`src/rtl/core/cas_pkg.sv`:
```
package cas_pkg;

    // Vector geometry.
    localparam int MAX_DIM = 1024;
    localparam int ADDR_W  = $clog2(MAX_DIM);
    localparam int CNT_W   = $clog2(MAX_DIM + 2);

    // Element, accumulator and score widths.
    localparam int ELEM_W  = 16;
    localparam int ID_W    = 64;
    localparam int SCORE_W = 17;
    localparam int NORM_W  = $clog2(MAX_DIM) + 31;
    localparam int DOT_W   = NORM_W + 1;
    localparam int PROD_W  = 2 * NORM_W;

    // Score search operands: |2s - 65537| and its square.
    localparam int AM_W    = 17;
    localparam int MUL_W   = 2 * DOT_W + 32;
    localparam int MB_W    = (DOT_W > 2 * AM_W) ? DOT_W : 2 * AM_W;

    // Operation codes.
    localparam logic [1:0] OP_QUERY = 2'd0;
    localparam logic [1:0] OP_CAND  = 2'd1;
    localparam logic [1:0] OP_EMPTY = 2'd2;

    // Score constants in Q1.16.
    localparam logic [SCORE_W-1:0] SCORE_ZERO = 17'd0;
    localparam logic [SCORE_W-1:0] SCORE_HALF = 17'd32768;
    localparam logic [SCORE_W-1:0] SCORE_ONE  = 17'd65536;

    // One finished candidate handed from the front to the back.
    typedef struct packed {
        logic [ID_W-1:0]          doc_id;
        logic                     usable;
        logic [NORM_W-1:0]        qnorm;
        logic [NORM_W-1:0]        cnorm;
        logic signed [DOT_W-1:0]  dot;
    } job_t;

    // Back-end sequencer states.
    typedef enum logic [2:0] {
        BK_IDLE,
        BK_CHECK,
        BK_NORM_PROD,
        BK_DOT_SQ,
        BK_SEARCH,
        BK_AM_SQ,
        BK_LHS,
        BK_DONE
    } back_state_t;

endpackage

```
`src/rtl/core/cas_queue.sv`:
```
module cas_queue (
    input  logic          clk,
    input  logic          rst_n,
    input  logic          push,
    input  cas_pkg::job_t push_data,
    output logic          full,
    input  logic          pop,
    output logic          not_empty,
    output cas_pkg::job_t pop_data
);
    import cas_pkg::*;

    job_t       slot_reg [2];
    logic       wr_ptr_reg;
    logic       rd_ptr_reg;
    logic [1:0] count_reg;
    logic       do_push;
    logic       do_pop;

    assign full      = count_reg == 2'd2;
    assign not_empty = count_reg != 2'd0;
    assign do_push   = push && !full;
    assign do_pop    = pop && not_empty;
    assign pop_data  = slot_reg[rd_ptr_reg];

    // Pointers and fill count.
    always_ff @(posedge clk or negedge rst_n)
    begin
        if (!rst_n)
        begin
            wr_ptr_reg <= 1'b0;
            rd_ptr_reg <= 1'b0;
            count_reg  <= 2'd0;
        end
        else
        begin
            if (do_push)
            begin
                wr_ptr_reg <= !wr_ptr_reg;
            end
            if (do_pop)
            begin
                rd_ptr_reg <= !rd_ptr_reg;
            end
            count_reg <= count_reg + {1'b0, do_push} - {1'b0, do_pop};
        end
    end

    // Item storage.
    always_ff @(posedge clk)
    begin
        if (do_push)
        begin
            slot_reg[wr_ptr_reg] <= push_data;
        end
    end

    // The count moves by at most one per cycle.
    assert property (@(posedge clk) disable iff (!rst_n)
        (do_push && !do_pop) |=> count_reg == $past(count_reg) + 2'd1)
        else $error("queue count lost a push");

    assert property (@(posedge clk) disable iff (!rst_n)
        count_reg <= 2'd2)
        else $error("queue overfilled");

    assert property (@(posedge clk) disable iff (!rst_n)
        (count_reg == 2'd0) |-> (wr_ptr_reg == rd_ptr_reg))
        else $error("queue pointers disagree when empty");

endmodule

```
`config.mk`:
```
export PLATFORM = sky130hd
export DESIGN_NAME = cas_queue
export DESIGN_NICKNAME = d
export VERILOG_FILES = /design/src/rtl/core/cas_pkg.sv /design/src/rtl/core/cas_queue.sv
export SDC_FILE = /design/constraint.sdc
export NUM_CORES = 1
export LEC_CHECK = 0
export BUFFER_PORTS_ARGS = -buffer_cell sky130_fd_sc_hd__buf_2
export CAP_MARGIN = 0
export CELL_PAD_IN_SITES_DETAIL_PLACEMENT = 1
export CELL_PAD_IN_SITES_GLOBAL_PLACEMENT = 1
export CORE_ASPECT_RATIO = 1.25
export CORE_UTILIZATION = 45
export DETAILED_ROUTE_END_ITERATION = 12
export GPL_TIMING_DRIVEN = 0
export HOLD_SLACK_MARGIN = 0.12
export PLACE_DENSITY = 0.77
export SYNTH_ARGS = -nofsm -noshare
export SYNTH_HDL_FRONTEND = slang
export SYNTH_SLANG_ARGS = --single-unit
```
`constraint.sdc`:
```
create_clock -name clk -period 17.6 [get_ports clk]
set_input_delay 0.88 -clock clk [delete_from_list [all_inputs] [get_ports clk]]
set_output_delay 0.88 -clock clk [all_outputs]
set_load 0.05 [all_outputs]
```
==> impl_metrics.toml <==
[layout]
area_growth_pct = 27.5
drive_gt1_share_pct = 61.5
finalNetCount = 1236
largest_reg_flops = 378
final_cell_area_um2 = 18100
multi_input_area_um2 = 2610
final_cell_mix = "392 x buf_2, 378 x edfxtp_1, 100 x mux2_4"
layout_commonest_cell = "buf_2"
nFillCells = 2854
regArea_um2 = 11500

[drt]
routed-wl-met2_mm = 17.3
drt_iter0_drc = 396
viasPerCell = 4.87
routed_wl_mm = 31.0
routed.top_layer = "met5"
antenna_left = 0
wire_per_inst_um = 20.9
wl_met1_mm = 10.5
drt_pass1_iterations = 6
route.met3.wl_mm = 2.23
vias = 7225
drc = 0

[yosys]
ys.warnings.count = 0
syn_avg_cell_area_um2 = 23.5
seq_area_frac_synth_pct = 80.4
syn-cell-area_um2 = 14200
synth_seq_cells = 382
synth_top_area_cell = "edfxtp_1"
syn_nets = 801
synth_area_leaders = "edfxtp_1 80%, mux2_4 11%, mux2_2 7.0%"
synth_top_area_share_pct = 79.7
syn_inst = 606
synth.distinct_cells = 16

[worst_setup_path]
reg2reg_slack_ps = 15180
endpoint_kind = "primary output"
cp_max_fo = 10
worstPathArrival_ps = 2010
startpoint_type = "flop"
slowest_delay_ps = 340
worstPathRequired_ps = 16720
crit_top_cell = "buf_6"
slowest_stage = "dfrtp_1"
critPathKind = "flop to primary output"
path_cells = "buf_6 > buf_6 > buf_6 > mux2_4 > buf_2"

[power_and_ir_drop]
p_leak_uw = 0.00709
ir_drop_uv = 119
power_density_nw_per_um2 = 203

[global_routing]
antenna_found_initial = 11
grt_max_degree = 64
grt_first_pass_wirelength_mm = 46.0
grt_pass1_vias = 8092
grt.total_usage_pct = 19.0
overflow = 0

[floorplanning]
dieHeight_um = 201
initial_core_util_pct = 45.8
die_area_um2 = 32400
coreArea_um2 = 31100
io_pins = 384
rows = 72
die_width_um = 161

[timing]
min_period_over_period_pct = 16.4
tns_ps = 0
hold_violations = 0
setup_violations = 0
worst_slew_pin_slew_ps = 558
maxSlewViolCount = 0
slew_headroom_pct = 62.7
holdWs_ps = 522
max_freq_ghz = 0.346
worst_slack_ps = 14710
skew_ps = 17.3
fin_crit_ps = 2890
rsz0062_at_grt = "false"

[placed_design]
gp_congestion = 0.751
placed_area_um2 = 16900
port_buffers = 383
dp_hpwl_mm = 21.9
place_ws_ps = 14700

[cts]
clk_pin_slew_ps = 60
numCtsBuffers = 39
clock_latency_ps = 530
clockBufferDepth = 3
cts_resized = 0
cts_tree = "done"
cts_sinks = 382
htreeDepth = 2
clockRootBuffer = "clkbuf_16"
post-cts-setup-buffer-count = 0

[run]
cap_viol_max_count = 0

[worst_hold_path]
min_path_type = "flop to flop"

[status]
outcome = "completed"
==> final cells by class <==
class                           instances  share of cell area (%)
Timing Repair Buffer                  394                    11.8
Sequential cell                       382                    63.1
Clock buffer                           48                    5.80
Inverter                                2                  0.0414
Tap cell                              407                    2.81
Buffer                                 21                   0.993
Antenna cell                           10                   0.138
Clock inverter                         19                   0.883
Multi-Input combinational cell        201                    14.4
==> routing by layer <==
| layer | track usage (%) | up-vias |
|---|---|---|
| met5 | 0 | - |
| met4 | 8.36 | 2 |
| met3 | 5.41 | 63 |
| met2 | 35.6 | 279 |
| met1 | 19.2 | 3582 |
| li1 | - | 3299 |
==> synth_stat cells <==
cell,number
edfxtp_1,378
mux2_4,100
mux2_2,89
buf_6,12
buf_2,9
dfrtp_1,4
xnor2_1,3
ha_1,2
inv_1,2
and2_1,1
and3_1,1
nand2_1,1
nand2b_1,1
nor2_1,1
or2_2,1
xor2_1,1
==> report_power, final <==
group          switching [uW]  total, uW  internal (uW)  leakage [uW]
Combinational            1120       1600            486       0.00294
Sequential               50.3       1290           1240       0.00356
Clock                     322        788            466      0.000591
Total                    1490       3680           2190       0.00709
==> stage by stage <==
step	utilization [%]	std cells	total power (uW)
global route	58.4	1484	3810
finish	58.4	1484	3680
global placement	53.6	1396	2950
floorplan	-	606	2600
detailed placement	54.4	1406	2930
CTS	58.3	1474	3720
==> critical path, delay by kind of cell (launching register included) <==
family / cells / cell delay (ps)
buffers and inverters: 4 / 810
DFF: 1 / 340
muxes: 1 / 320
==> timing repair <==
item | in CTS | in global routing
hold buffers | 1 | 0
setup endpoints to repair | 0 | 0
hold endpoints to repair | 2 | 0
==> logic make-up after synthesis <==
group / Yosys count / synth area share (%)
xor gates and xnor gates: 4 / 0.246
DFF: 382 / 80.4
muxes: 189 / 17.6
buffers and inverters: 23 / 1.32
adders and majority gates: 2 / 0.176
and+or+nand+nor: 6 / 0.229
==> worst paths after layout <==
path | from | endpoint | cells past startpoint
setup / recovery | rd_ptr_reg$_DFFE_PN0P_ | pop_data[152] | 5
hold / removal | count_reg[0]$_DFF_PN0_ | count_reg[0]$_DFF_PN0_ | 1
setup reg to reg | count_reg[1]$_DFF_PN0_ | slot_reg[0][154]$_DFFE_PP_ | 7
hold reg to reg | count_reg[0]$_DFF_PN0_ | count_reg[0]$_DFF_PN0_ | 1
max in group asynchronous | rst_n | count_reg[0]$_DFF_PN0_ | 2
min in group asynchronous | rst_n | count_reg[1]$_DFF_PN0_ | 2
Note: power is estimated with default switching activity, not from simulation.
