[src/rtl/core/cas_pkg.sv]
package cas_pkg;

    // Vector geometry.
    localparam int MAX_DIM = 1024;
    localparam int ADDR_W  = $clog2(MAX_DIM);
    localparam int CNT_W   = $clog2(MAX_DIM + 2);

    // Element, accumulator and score widths.
    localparam int ELEM_W  = 16;
    localparam int ID_W    = 64;
    localparam int SCORE_W = 17;
    localparam int NORM_W  = $clog2(MAX_DIM) + 31;
    localparam int DOT_W   = NORM_W + 1;
    localparam int PROD_W  = 2 * NORM_W;

    // Score search operands: |2s - 65537| and its square.
    localparam int AM_W    = 17;
    localparam int MUL_W   = 2 * DOT_W + 32;
    localparam int MB_W    = (DOT_W > 2 * AM_W) ? DOT_W : 2 * AM_W;

    // Operation codes.
    localparam logic [1:0] OP_QUERY = 2'd0;
    localparam logic [1:0] OP_CAND  = 2'd1;
    localparam logic [1:0] OP_EMPTY = 2'd2;

    // Score constants in Q1.16.
    localparam logic [SCORE_W-1:0] SCORE_ZERO = 17'd0;
    localparam logic [SCORE_W-1:0] SCORE_HALF = 17'd32768;
    localparam logic [SCORE_W-1:0] SCORE_ONE  = 17'd65536;

    // One finished candidate handed from the front to the back.
    typedef struct packed {
        logic [ID_W-1:0]          doc_id;
        logic                     usable;
        logic [NORM_W-1:0]        qnorm;
        logic [NORM_W-1:0]        cnorm;
        logic signed [DOT_W-1:0]  dot;
    } job_t;

    // Back-end sequencer states.
    typedef enum logic [2:0] {
        BK_IDLE,
        BK_CHECK,
        BK_NORM_PROD,
        BK_DOT_SQ,
        BK_SEARCH,
        BK_AM_SQ,
        BK_LHS,
        BK_DONE
    } back_state_t;

endpackage

[src/rtl/core/cas_out_if.sv]
interface cas_out_if;
    import cas_pkg::*;

    logic                valid;
    logic                ready;
    logic [ID_W-1:0]     doc_id_res;
    logic [SCORE_W-1:0]  score;
    logic                usable;

    modport source (output valid, doc_id_res, score, usable, input ready);
    modport sink   (input valid, doc_id_res, score, usable, output ready);
endinterface

[src/rtl/core/cas_back.sv]
module cas_back (
    input  logic          clk,
    input  logic          rst_n,
    input  cas_pkg::job_t job,
    input  logic          job_valid,
    output logic          job_pop,
    cas_out_if.source     res
);
    import cas_pkg::*;

    back_state_t         state_reg, state_next;
    job_t                job_reg, job_next;
    logic [PROD_W-1:0]   p_reg, p_next;
    logic [MUL_W-1:0]    d_reg, d_next;
    logic [SCORE_W-1:0]  lo_reg, lo_next;
    logic [SCORE_W-1:0]  hi_reg, hi_next;
    logic [SCORE_W-1:0]  mid_reg, mid_next;
    logic [SCORE_W-1:0]  score_reg, score_next;
    logic [MUL_W-1:0]    ma_reg, ma_next;
    logic [MB_W-1:0]     mb_reg, mb_next;
    logic [MUL_W-1:0]    macc_reg, macc_next;

    logic                res_valid_reg, res_valid_next;
    logic [ID_W-1:0]     res_id_reg, res_id_next;
    logic [SCORE_W-1:0]  res_score_reg, res_score_next;
    logic                res_usable_reg, res_usable_next;

    logic                mul_done;
    logic [MUL_W-1:0]    macc_step;
    logic [17:0]         mid_w;
    logic [SCORE_W-1:0]  mid;
    logic [17:0]         two_mid;
    logic                m_pos;
    logic [17:0]         am_w;
    logic [AM_W-1:0]     am;
    logic                dot_neg;
    logic [DOT_W-1:0]    dot_abs;
    logic                shortcut;
    logic                fits;
    logic                out_free;

    // Shared helpers: serial multiplier step and search midpoint.
    always_comb
    begin
        mul_done  = mb_reg == '0;
        macc_step = macc_reg + (mb_reg[0] ? ma_reg : '0);
        mid_w     = {1'b0, lo_reg} + (({1'b0, hi_reg} - {1'b0, lo_reg} + 18'd1) >> 1);
        mid       = mid_w[SCORE_W-1:0];
        two_mid   = {mid, 1'b0};
        m_pos     = mid >= 17'd32769;
        am_w      = m_pos ? (two_mid - 18'd65537) : (18'd65537 - two_mid);
        am        = am_w[AM_W-1:0];
        dot_neg   = job_reg.dot[DOT_W-1];
        dot_abs   = dot_neg ? unsigned'(-job_reg.dot) : unsigned'(job_reg.dot);
        shortcut  = (!m_pos && !dot_neg) || (m_pos && dot_neg);
        fits      = m_pos ? (macc_reg <= d_reg) : (macc_reg >= d_reg);
        out_free  = !res_valid_reg || res.ready;
    end

    // Next state.
    always_comb
    begin
        state_next = state_reg;
        case (state_reg)
            BK_IDLE:
            begin
                if (job_valid)
                begin
                    state_next = BK_CHECK;
                end
            end
            BK_CHECK:
            begin
                if (!job_reg.usable || job_reg.qnorm == '0 || job_reg.cnorm == '0)
                begin
                    state_next = BK_DONE;
                end
                else
                begin
                    state_next = BK_NORM_PROD;
                end
            end
            BK_NORM_PROD:
            begin
                if (mul_done)
                begin
                    state_next = BK_DOT_SQ;
                end
            end
            BK_DOT_SQ:
            begin
                if (mul_done)
                begin
                    state_next = BK_SEARCH;
                end
            end
            BK_SEARCH:
            begin
                if (lo_reg == hi_reg)
                begin
                    state_next = BK_DONE;
                end
                else if (!shortcut)
                begin
                    state_next = BK_AM_SQ;
                end
            end
            BK_AM_SQ:
            begin
                if (mul_done)
                begin
                    state_next = BK_LHS;
                end
            end
            BK_LHS:
            begin
                if (mul_done)
                begin
                    state_next = BK_SEARCH;
                end
            end
            BK_DONE:
            begin
                if (out_free)
                begin
                    state_next = BK_IDLE;
                end
            end
            default:
            begin
                state_next = BK_IDLE;
            end
        endcase
    end

    // Datapath and outputs for each state.
    always_comb
    begin
        job_next        = job_reg;
        p_next          = p_reg;
        d_next          = d_reg;
        lo_next         = lo_reg;
        hi_next         = hi_reg;
        mid_next        = mid_reg;
        score_next      = score_reg;
        ma_next         = ma_reg << 1;
        mb_next         = mb_reg >> 1;
        macc_next       = macc_step;
        job_pop         = 1'b0;
        res_valid_next  = res_valid_reg && !res.ready;
        res_id_next     = res_id_reg;
        res_score_next  = res_score_reg;
        res_usable_next = res_usable_reg;

        case (state_reg)
            BK_IDLE:
            begin
                job_pop  = job_valid;
                job_next = job;
            end
            BK_CHECK:
            begin
                score_next = job_reg.usable ? SCORE_HALF : SCORE_ZERO;
                ma_next    = MUL_W'(job_reg.qnorm);
                mb_next    = MB_W'(job_reg.cnorm);
                macc_next  = '0;
            end
            BK_NORM_PROD:
            begin
                if (mul_done)
                begin
                    p_next    = macc_reg[PROD_W-1:0];
                    ma_next   = MUL_W'(dot_abs);
                    mb_next   = MB_W'(dot_abs);
                    macc_next = '0;
                end
            end
            BK_DOT_SQ:
            begin
                if (mul_done)
                begin
                    d_next  = {macc_reg[MUL_W-33:0], 32'd0};
                    lo_next = SCORE_ZERO;
                    hi_next = SCORE_ONE;
                end
            end
            BK_SEARCH:
            begin
                if (lo_reg == hi_reg)
                begin
                    score_next = lo_reg;
                end
                else if (!m_pos && !dot_neg)
                begin
                    lo_next = mid;
                end
                else if (m_pos && dot_neg)
                begin
                    hi_next = mid - 1'b1;
                end
                else
                begin
                    mid_next  = mid;
                    ma_next   = MUL_W'(am);
                    mb_next   = MB_W'(am);
                    macc_next = '0;
                end
            end
            BK_AM_SQ:
            begin
                if (mul_done)
                begin
                    ma_next   = MUL_W'(p_reg);
                    mb_next   = MB_W'(macc_reg);
                    macc_next = '0;
                end
            end
            BK_LHS:
            begin
                if (mul_done)
                begin
                    // Keep the half of the range that still satisfies the bound.
                    if (fits)
                    begin
                        lo_next = mid_reg;
                    end
                    else
                    begin
                        hi_next = mid_reg - 1'b1;
                    end
                end
            end
            BK_DONE:
            begin
                if (out_free)
                begin
                    res_valid_next  = 1'b1;
                    res_id_next     = job_reg.doc_id;
                    res_score_next  = score_reg;
                    res_usable_next = job_reg.usable;
                end
            end
            default:
            begin
            end
        endcase
    end

    assign res.valid      = res_valid_reg;
    assign res.doc_id_res = res_id_reg;
    assign res.score      = res_score_reg;
    assign res.usable     = res_usable_reg;

    // Control registers.
    always_ff @(posedge clk or negedge rst_n)
    begin
        if (!rst_n)
        begin
            state_reg     <= BK_IDLE;
            res_valid_reg <= 1'b0;
        end
        else
        begin
            state_reg     <= state_next;
            res_valid_reg <= res_valid_next;
        end
    end

    // Datapath registers.
    always_ff @(posedge clk)
    begin
        job_reg        <= job_next;
        p_reg          <= p_next;
        d_reg          <= d_next;
        lo_reg         <= lo_next;
        hi_reg         <= hi_next;
        mid_reg        <= mid_next;
        score_reg      <= score_next;
        ma_reg         <= ma_next;
        mb_reg         <= mb_next;
        macc_reg       <= macc_next;
        res_id_reg     <= res_id_next;
        res_score_reg  <= res_score_next;
        res_usable_reg <= res_usable_next;
    end

    // The search range never inverts.
    assert property (@(posedge clk) disable iff (!rst_n)
        (state_reg == BK_SEARCH) |-> (lo_reg <= hi_reg))
        else $error("search range inverted");

    assert property (@(posedge clk) disable iff (!rst_n)
        res.valid |-> (res.score <= SCORE_ONE))
        else $error("score above one");

    assert property (@(posedge clk) disable iff (!rst_n)
        (res.valid && !res.usable) |-> (res.score == SCORE_ZERO))
        else $error("unusable candidate with nonzero score");

    assert property (@(posedge clk) disable iff (!rst_n)
        (state_reg == BK_LHS && mul_done) |=> (state_reg == BK_SEARCH))
        else $error("bound check did not return to search");

endmodule

[src/flat_wrapper.sv]
// flat-port wrapper written by rule: the top's interface ports become plain ports
module cas_back_flat import cas_pkg::*;
  (clk, rst_n, job, job_valid, job_pop, res_valid, res_doc_id_res, res_score, res_usable, res_ready);
  cas_out_if res_i ();
  input  logic clk;
  input  logic rst_n;
  input  cas_pkg::job_t job;
  input  logic job_valid;
  output logic job_pop;
  output wire logic [$bits(res_i.valid)-1:0] res_valid;
  output wire logic [$bits(res_i.doc_id_res)-1:0] res_doc_id_res;
  output wire logic [$bits(res_i.score)-1:0] res_score;
  output wire logic [$bits(res_i.usable)-1:0] res_usable;
  input wire logic [$bits(res_i.ready)-1:0] res_ready;
  assign res_valid = res_i.valid;
  assign res_doc_id_res = res_i.doc_id_res;
  assign res_score = res_i.score;
  assign res_usable = res_i.usable;
  assign res_i.ready = res_ready;
  cas_back u_core (.clk(clk), .rst_n(rst_n), .job(job), .job_valid(job_valid), .job_pop(job_pop), .res(res_i));
endmodule
[config.mk]
export PLATFORM = sky130hd
export DESIGN_NAME = cas_back_flat
export DESIGN_NICKNAME = d
export VERILOG_FILES = /design/src/rtl/core/cas_pkg.sv /design/src/rtl/core/cas_out_if.sv /design/src/rtl/core/cas_back.sv /design/src/flat_wrapper.sv
export SDC_FILE = /design/constraint.sdc
export NUM_CORES = 2
export LEC_CHECK = 0
export BUFFER_PORTS_ARGS = -buffer_cell sky130_fd_sc_hd__buf_2
export CORE_MARGIN = 3
export CORE_UTILIZATION = 40
export CTS_CLUSTER_SIZE = 25
export DETAILED_ROUTE_END_ITERATION = 7
export GPL_ROUTABILITY_DRIVEN = 1
export GPL_TIMING_DRIVEN = 0
export PLACE_DENSITY = 0.66
export REMOVE_ABC_BUFFERS = 1
export SLEW_MARGIN = 20
export SYNTH_ARGS = -nofsm -noshare
export SYNTH_HDL_FRONTEND = slang
export SYNTH_SLANG_ARGS = --single-unit
[constraint.sdc]
create_clock -name clk -period 19.75 [get_ports clk]
set_input_delay 0.9875 -clock clk [delete_from_list [all_inputs] [get_ports clk]]
set_output_delay 0.9875 -clock clk [all_outputs]
set_load 0.02 [all_outputs]
==> impl_metrics.toml <==
[pwr]
power_leakage_nw = 18.4
powerDensity_nw_per_um2 = 196
p_clk_share_pct = 19.8
pwr-share-seq_pct = 28.0
p_comb_share_pct = 52.2
vdd_ir_drop_max_mv = 0.346
p_int_mw = 5.02
sw_frac_of_total_pct = 43.4
finalPower_mw = 8.86
p_switching_mw = 3.84

[die]
die_area_um2 = 101000
fp-row-count = 113
core_um2 = 95700
dieHeight_um = 318
ios = 277
die_w_um = 318
start_util_pct = 40.7

[global_routing]
grt_start_max_net_pins = 79
grt_pass1_wl_mm = 165
grt_pass1_vias = 29000
grt_usage_pct = 20.6
overflow = 0
antenna_found_initial = 2

[setup_path]
worstSetupPathType = "register to register"
cp-start-kind = "register"
cp_common_cell = "buf_4"
worst-path-buf-inv = 9
reg2reg_depth = 35
slowest_stage = "or2_1"
r2r_end = "u_core.res.doc_id_res[3]"
crit_fanout = 21
crit_path_end_kind = "register"
r2r-start = "u_core.lo_reg[1]"
critPathArrivalTime_ns = 9.23
reg2reg_slack_ns = 10.86
crit_path_max_incr_delay_ns = 0.75
cp.required_ns = 20.08
cp_top_family = "simple AND/OR/NAND/NOR gates"

[sta]
relSlewSlack_pct = 21.3
fmax_ghz = 0.112
hold_slack_ns = 0.109
worst_pin_slew_ns = 1.18
hold_viol_final = 0
setup_tns_ns = 0
skew_ns = 0.0761
drv_slew = 0
min_period_over_period_pct = 45.0
rsz0062_at_grt = "no"
finalSetupViolCount = 0
period_needed_ns = 8.89

[route]
wl_per_cell_um = 20.4
drt-total-wl_mm = 107
viasPerCell = 5.57
dr.pass1.iters = 7
dr.first_iter.drc_count = 2473
drt.antenna.violating_nets = 0
vias = 29200
drcViolationCount = 0

[yosys]
ys_async_sr_fraction_pct = 0.511
synth_area_um2 = 38900
seq_area_frac_synth_pct = 53.3
synth_top_flop_cell = "edfxtp_1"
ys_seq_elements = 783
postSynthAreaPerCell_um2 = 10.7
yosysWarningCount = 0
synth.distinct_cells = 88
synthCells = 3631
synth_edf_count = 505

[flow_run]
maxCapViolations = 0

[clock_tree]
path_clk_slew_ns = 0.07
post_cts_buffers = 0
cts-hold-fix-buffers = 0
clkSinkCount = 783
cts_made_buffers = 88
ctsResizeCount = 0
htree_levels = 3
cts_tree = "yes"
clock_latency_ns = 0.70
cts_root_buf = "clkbuf_16"
cts_buffer_depth = 3

[place]
gp_congestion = 0.920
place_hpwl_mm = 81.0
placed_cell_area_um2 = 42100
io_buffers = 276

[cells_and_area]
layout.nets = 4347
design_area_um2 = 45300
largest_reg_flops = 188
drive_gt1_share_pct = 13.6
area_growth_pct = 16.3
fill_cells = 8791
diodes = 0

[run_status]
outcome = "completed"

[worst_hold_path]
worstHoldPathType = "input pin to async pin"
-- layer usage --
metal | wire [um] | global-route usage [%]
met5 | 0 | 0
met4 | 3860 | 7.63
met3 | 5810 | 3.02
met2 | 51200 | 34.6
met1 | 46200 | 26.9
-- how the worst max path moves through the flow --
stage                        start                   endpoint  slack (ns)  depth (start not counted)
6_report          u_core.lo_reg[1]   u_core.res.doc_id_res[3]       10.86                         35
5_1_grt           u_core.lo_reg[2]   u_core.res.doc_id_res[3]       10.22                         35
4_1_cts           u_core.lo_reg[2]   u_core.res.doc_id_res[3]       10.95                         35
3_5_place_dp      u_core.lo_reg[2]  u_core.res.doc_id_res[14]       11.24                         35
3_3_place_gp   u_core.state_reg[1]                    job_pop       -1.27                          3
2_1_floorplan  u_core.state_reg[1]                    job_pop        4.02                          2
-- Yosys cell counts (14+ instances only) --
cell type / number / area [um^2]
nor4_1: 49 / 307
nor3_1: 54 / 270
nand4_1: 79 / 494
a31oi_1: 16 / 100
o22ai_1: 17 / 106
and2_1: 129 / 807
xor2_1: 72 / 631
o21bai_1: 43 / 323
or3_1: 19 / 119
nor2_1: 338 / 1270
a211oi_1: 24 / 180
a22oi_1: 18 / 135
a22o_1: 44 / 385
and3_1: 14 / 87.6
a222oi_1: 42 / 420
a21oi_1: 259 / 1300
clkbuf_1: 148 / 556
nand2_1: 259 / 972
o21ai_0: 166 / 831
o21a_1: 23 / 173
a21o_1: 127 / 953
ha_1: 254 / 3180
or2_2: 15 / 93.8
a221oi_1: 25 / 219
dfxtp_1: 274 / 5490
edfxtp_1: 505 / 15200
xnor2_1: 133 / 1160
nor2b_1: 59 / 369
o31ai_1: 23 / 173
nand3_1: 40 / 200
nand2b_1: 25 / 156
inv_1: 164 / 616
-- cells in the final DEF, fill, tap and decap left out, types with 88 or more instances in the layout --
cell       count
and2_1       129
nand2_1      258
clkbuf_16     88
a21oi_1      259
buf_2        276
xnor2_1      132
o21ai_0      165
dfxtp_1      273
edfxtp_1     505
nor2_1       335
ha_1         254
a21o_1       127
inv_1        164
-- kinds of logic after synthesis --
| group | count (synthesis) | share of synthesized area [%] |
|---|---|---|
| buf+inv | 328 | 3.22 |
| flops | 783 | 53.3 |
| mux | 17 | 0.450 |
| fa+ha+maj | 257 | 8.32 |
| simple gates | 1122 | 14.2 |
| xor+xnor | 205 | 4.61 |
| compound gates | 919 | 15.9 |
-- layout make-up --
| class | instances | area (um^2) | share of cell area, % |
|---|---|---|---|
| Tap cell | 1265 | 1580 | 3.49 |
| Sequential cell | 783 | 20800 | 45.8 |
| Clock inverter | 58 | 851 | 1.88 |
| Clock buffer | 108 | 2300 | 5.07 |
| Timing Repair Buffer | 338 | 2160 | 4.76 |
| Inverter | 166 | 628 | 1.39 |
| Multi-Input combinational cell | 2520 | 17000 | 37.6 |
-- metrics by stage --
step | worst slack [ns] | instances | utilization [%]
2_1_floorplan | 4.02 | 3469 | -
5_1_grt | 10.22 | 5238 | 47.3
3_3_place_gp | -1.27 | 5010 | 43.1
6_report | 10.86 | 5238 | 47.3
4_1_cts | 10.95 | 5238 | 47.3
3_5_place_dp | 11.24 | 5072 | 44.0
-- power by group through the flow --
stage / combinational [mW] / sequential (mW) / clock (mW)
final: 4.62 / 2.48 / 1.75
after global routing: 5.08 / 2.51 / 1.86
after CTS: 4.60 / 2.48 / 1.79
after detailed placement: 4.57 / 2.51 / 0
after global placement: 4.29 / 2.62 / 0
after floorplan: 3.19 / 2.51 / 0
(Power assumes the default switching activity.)
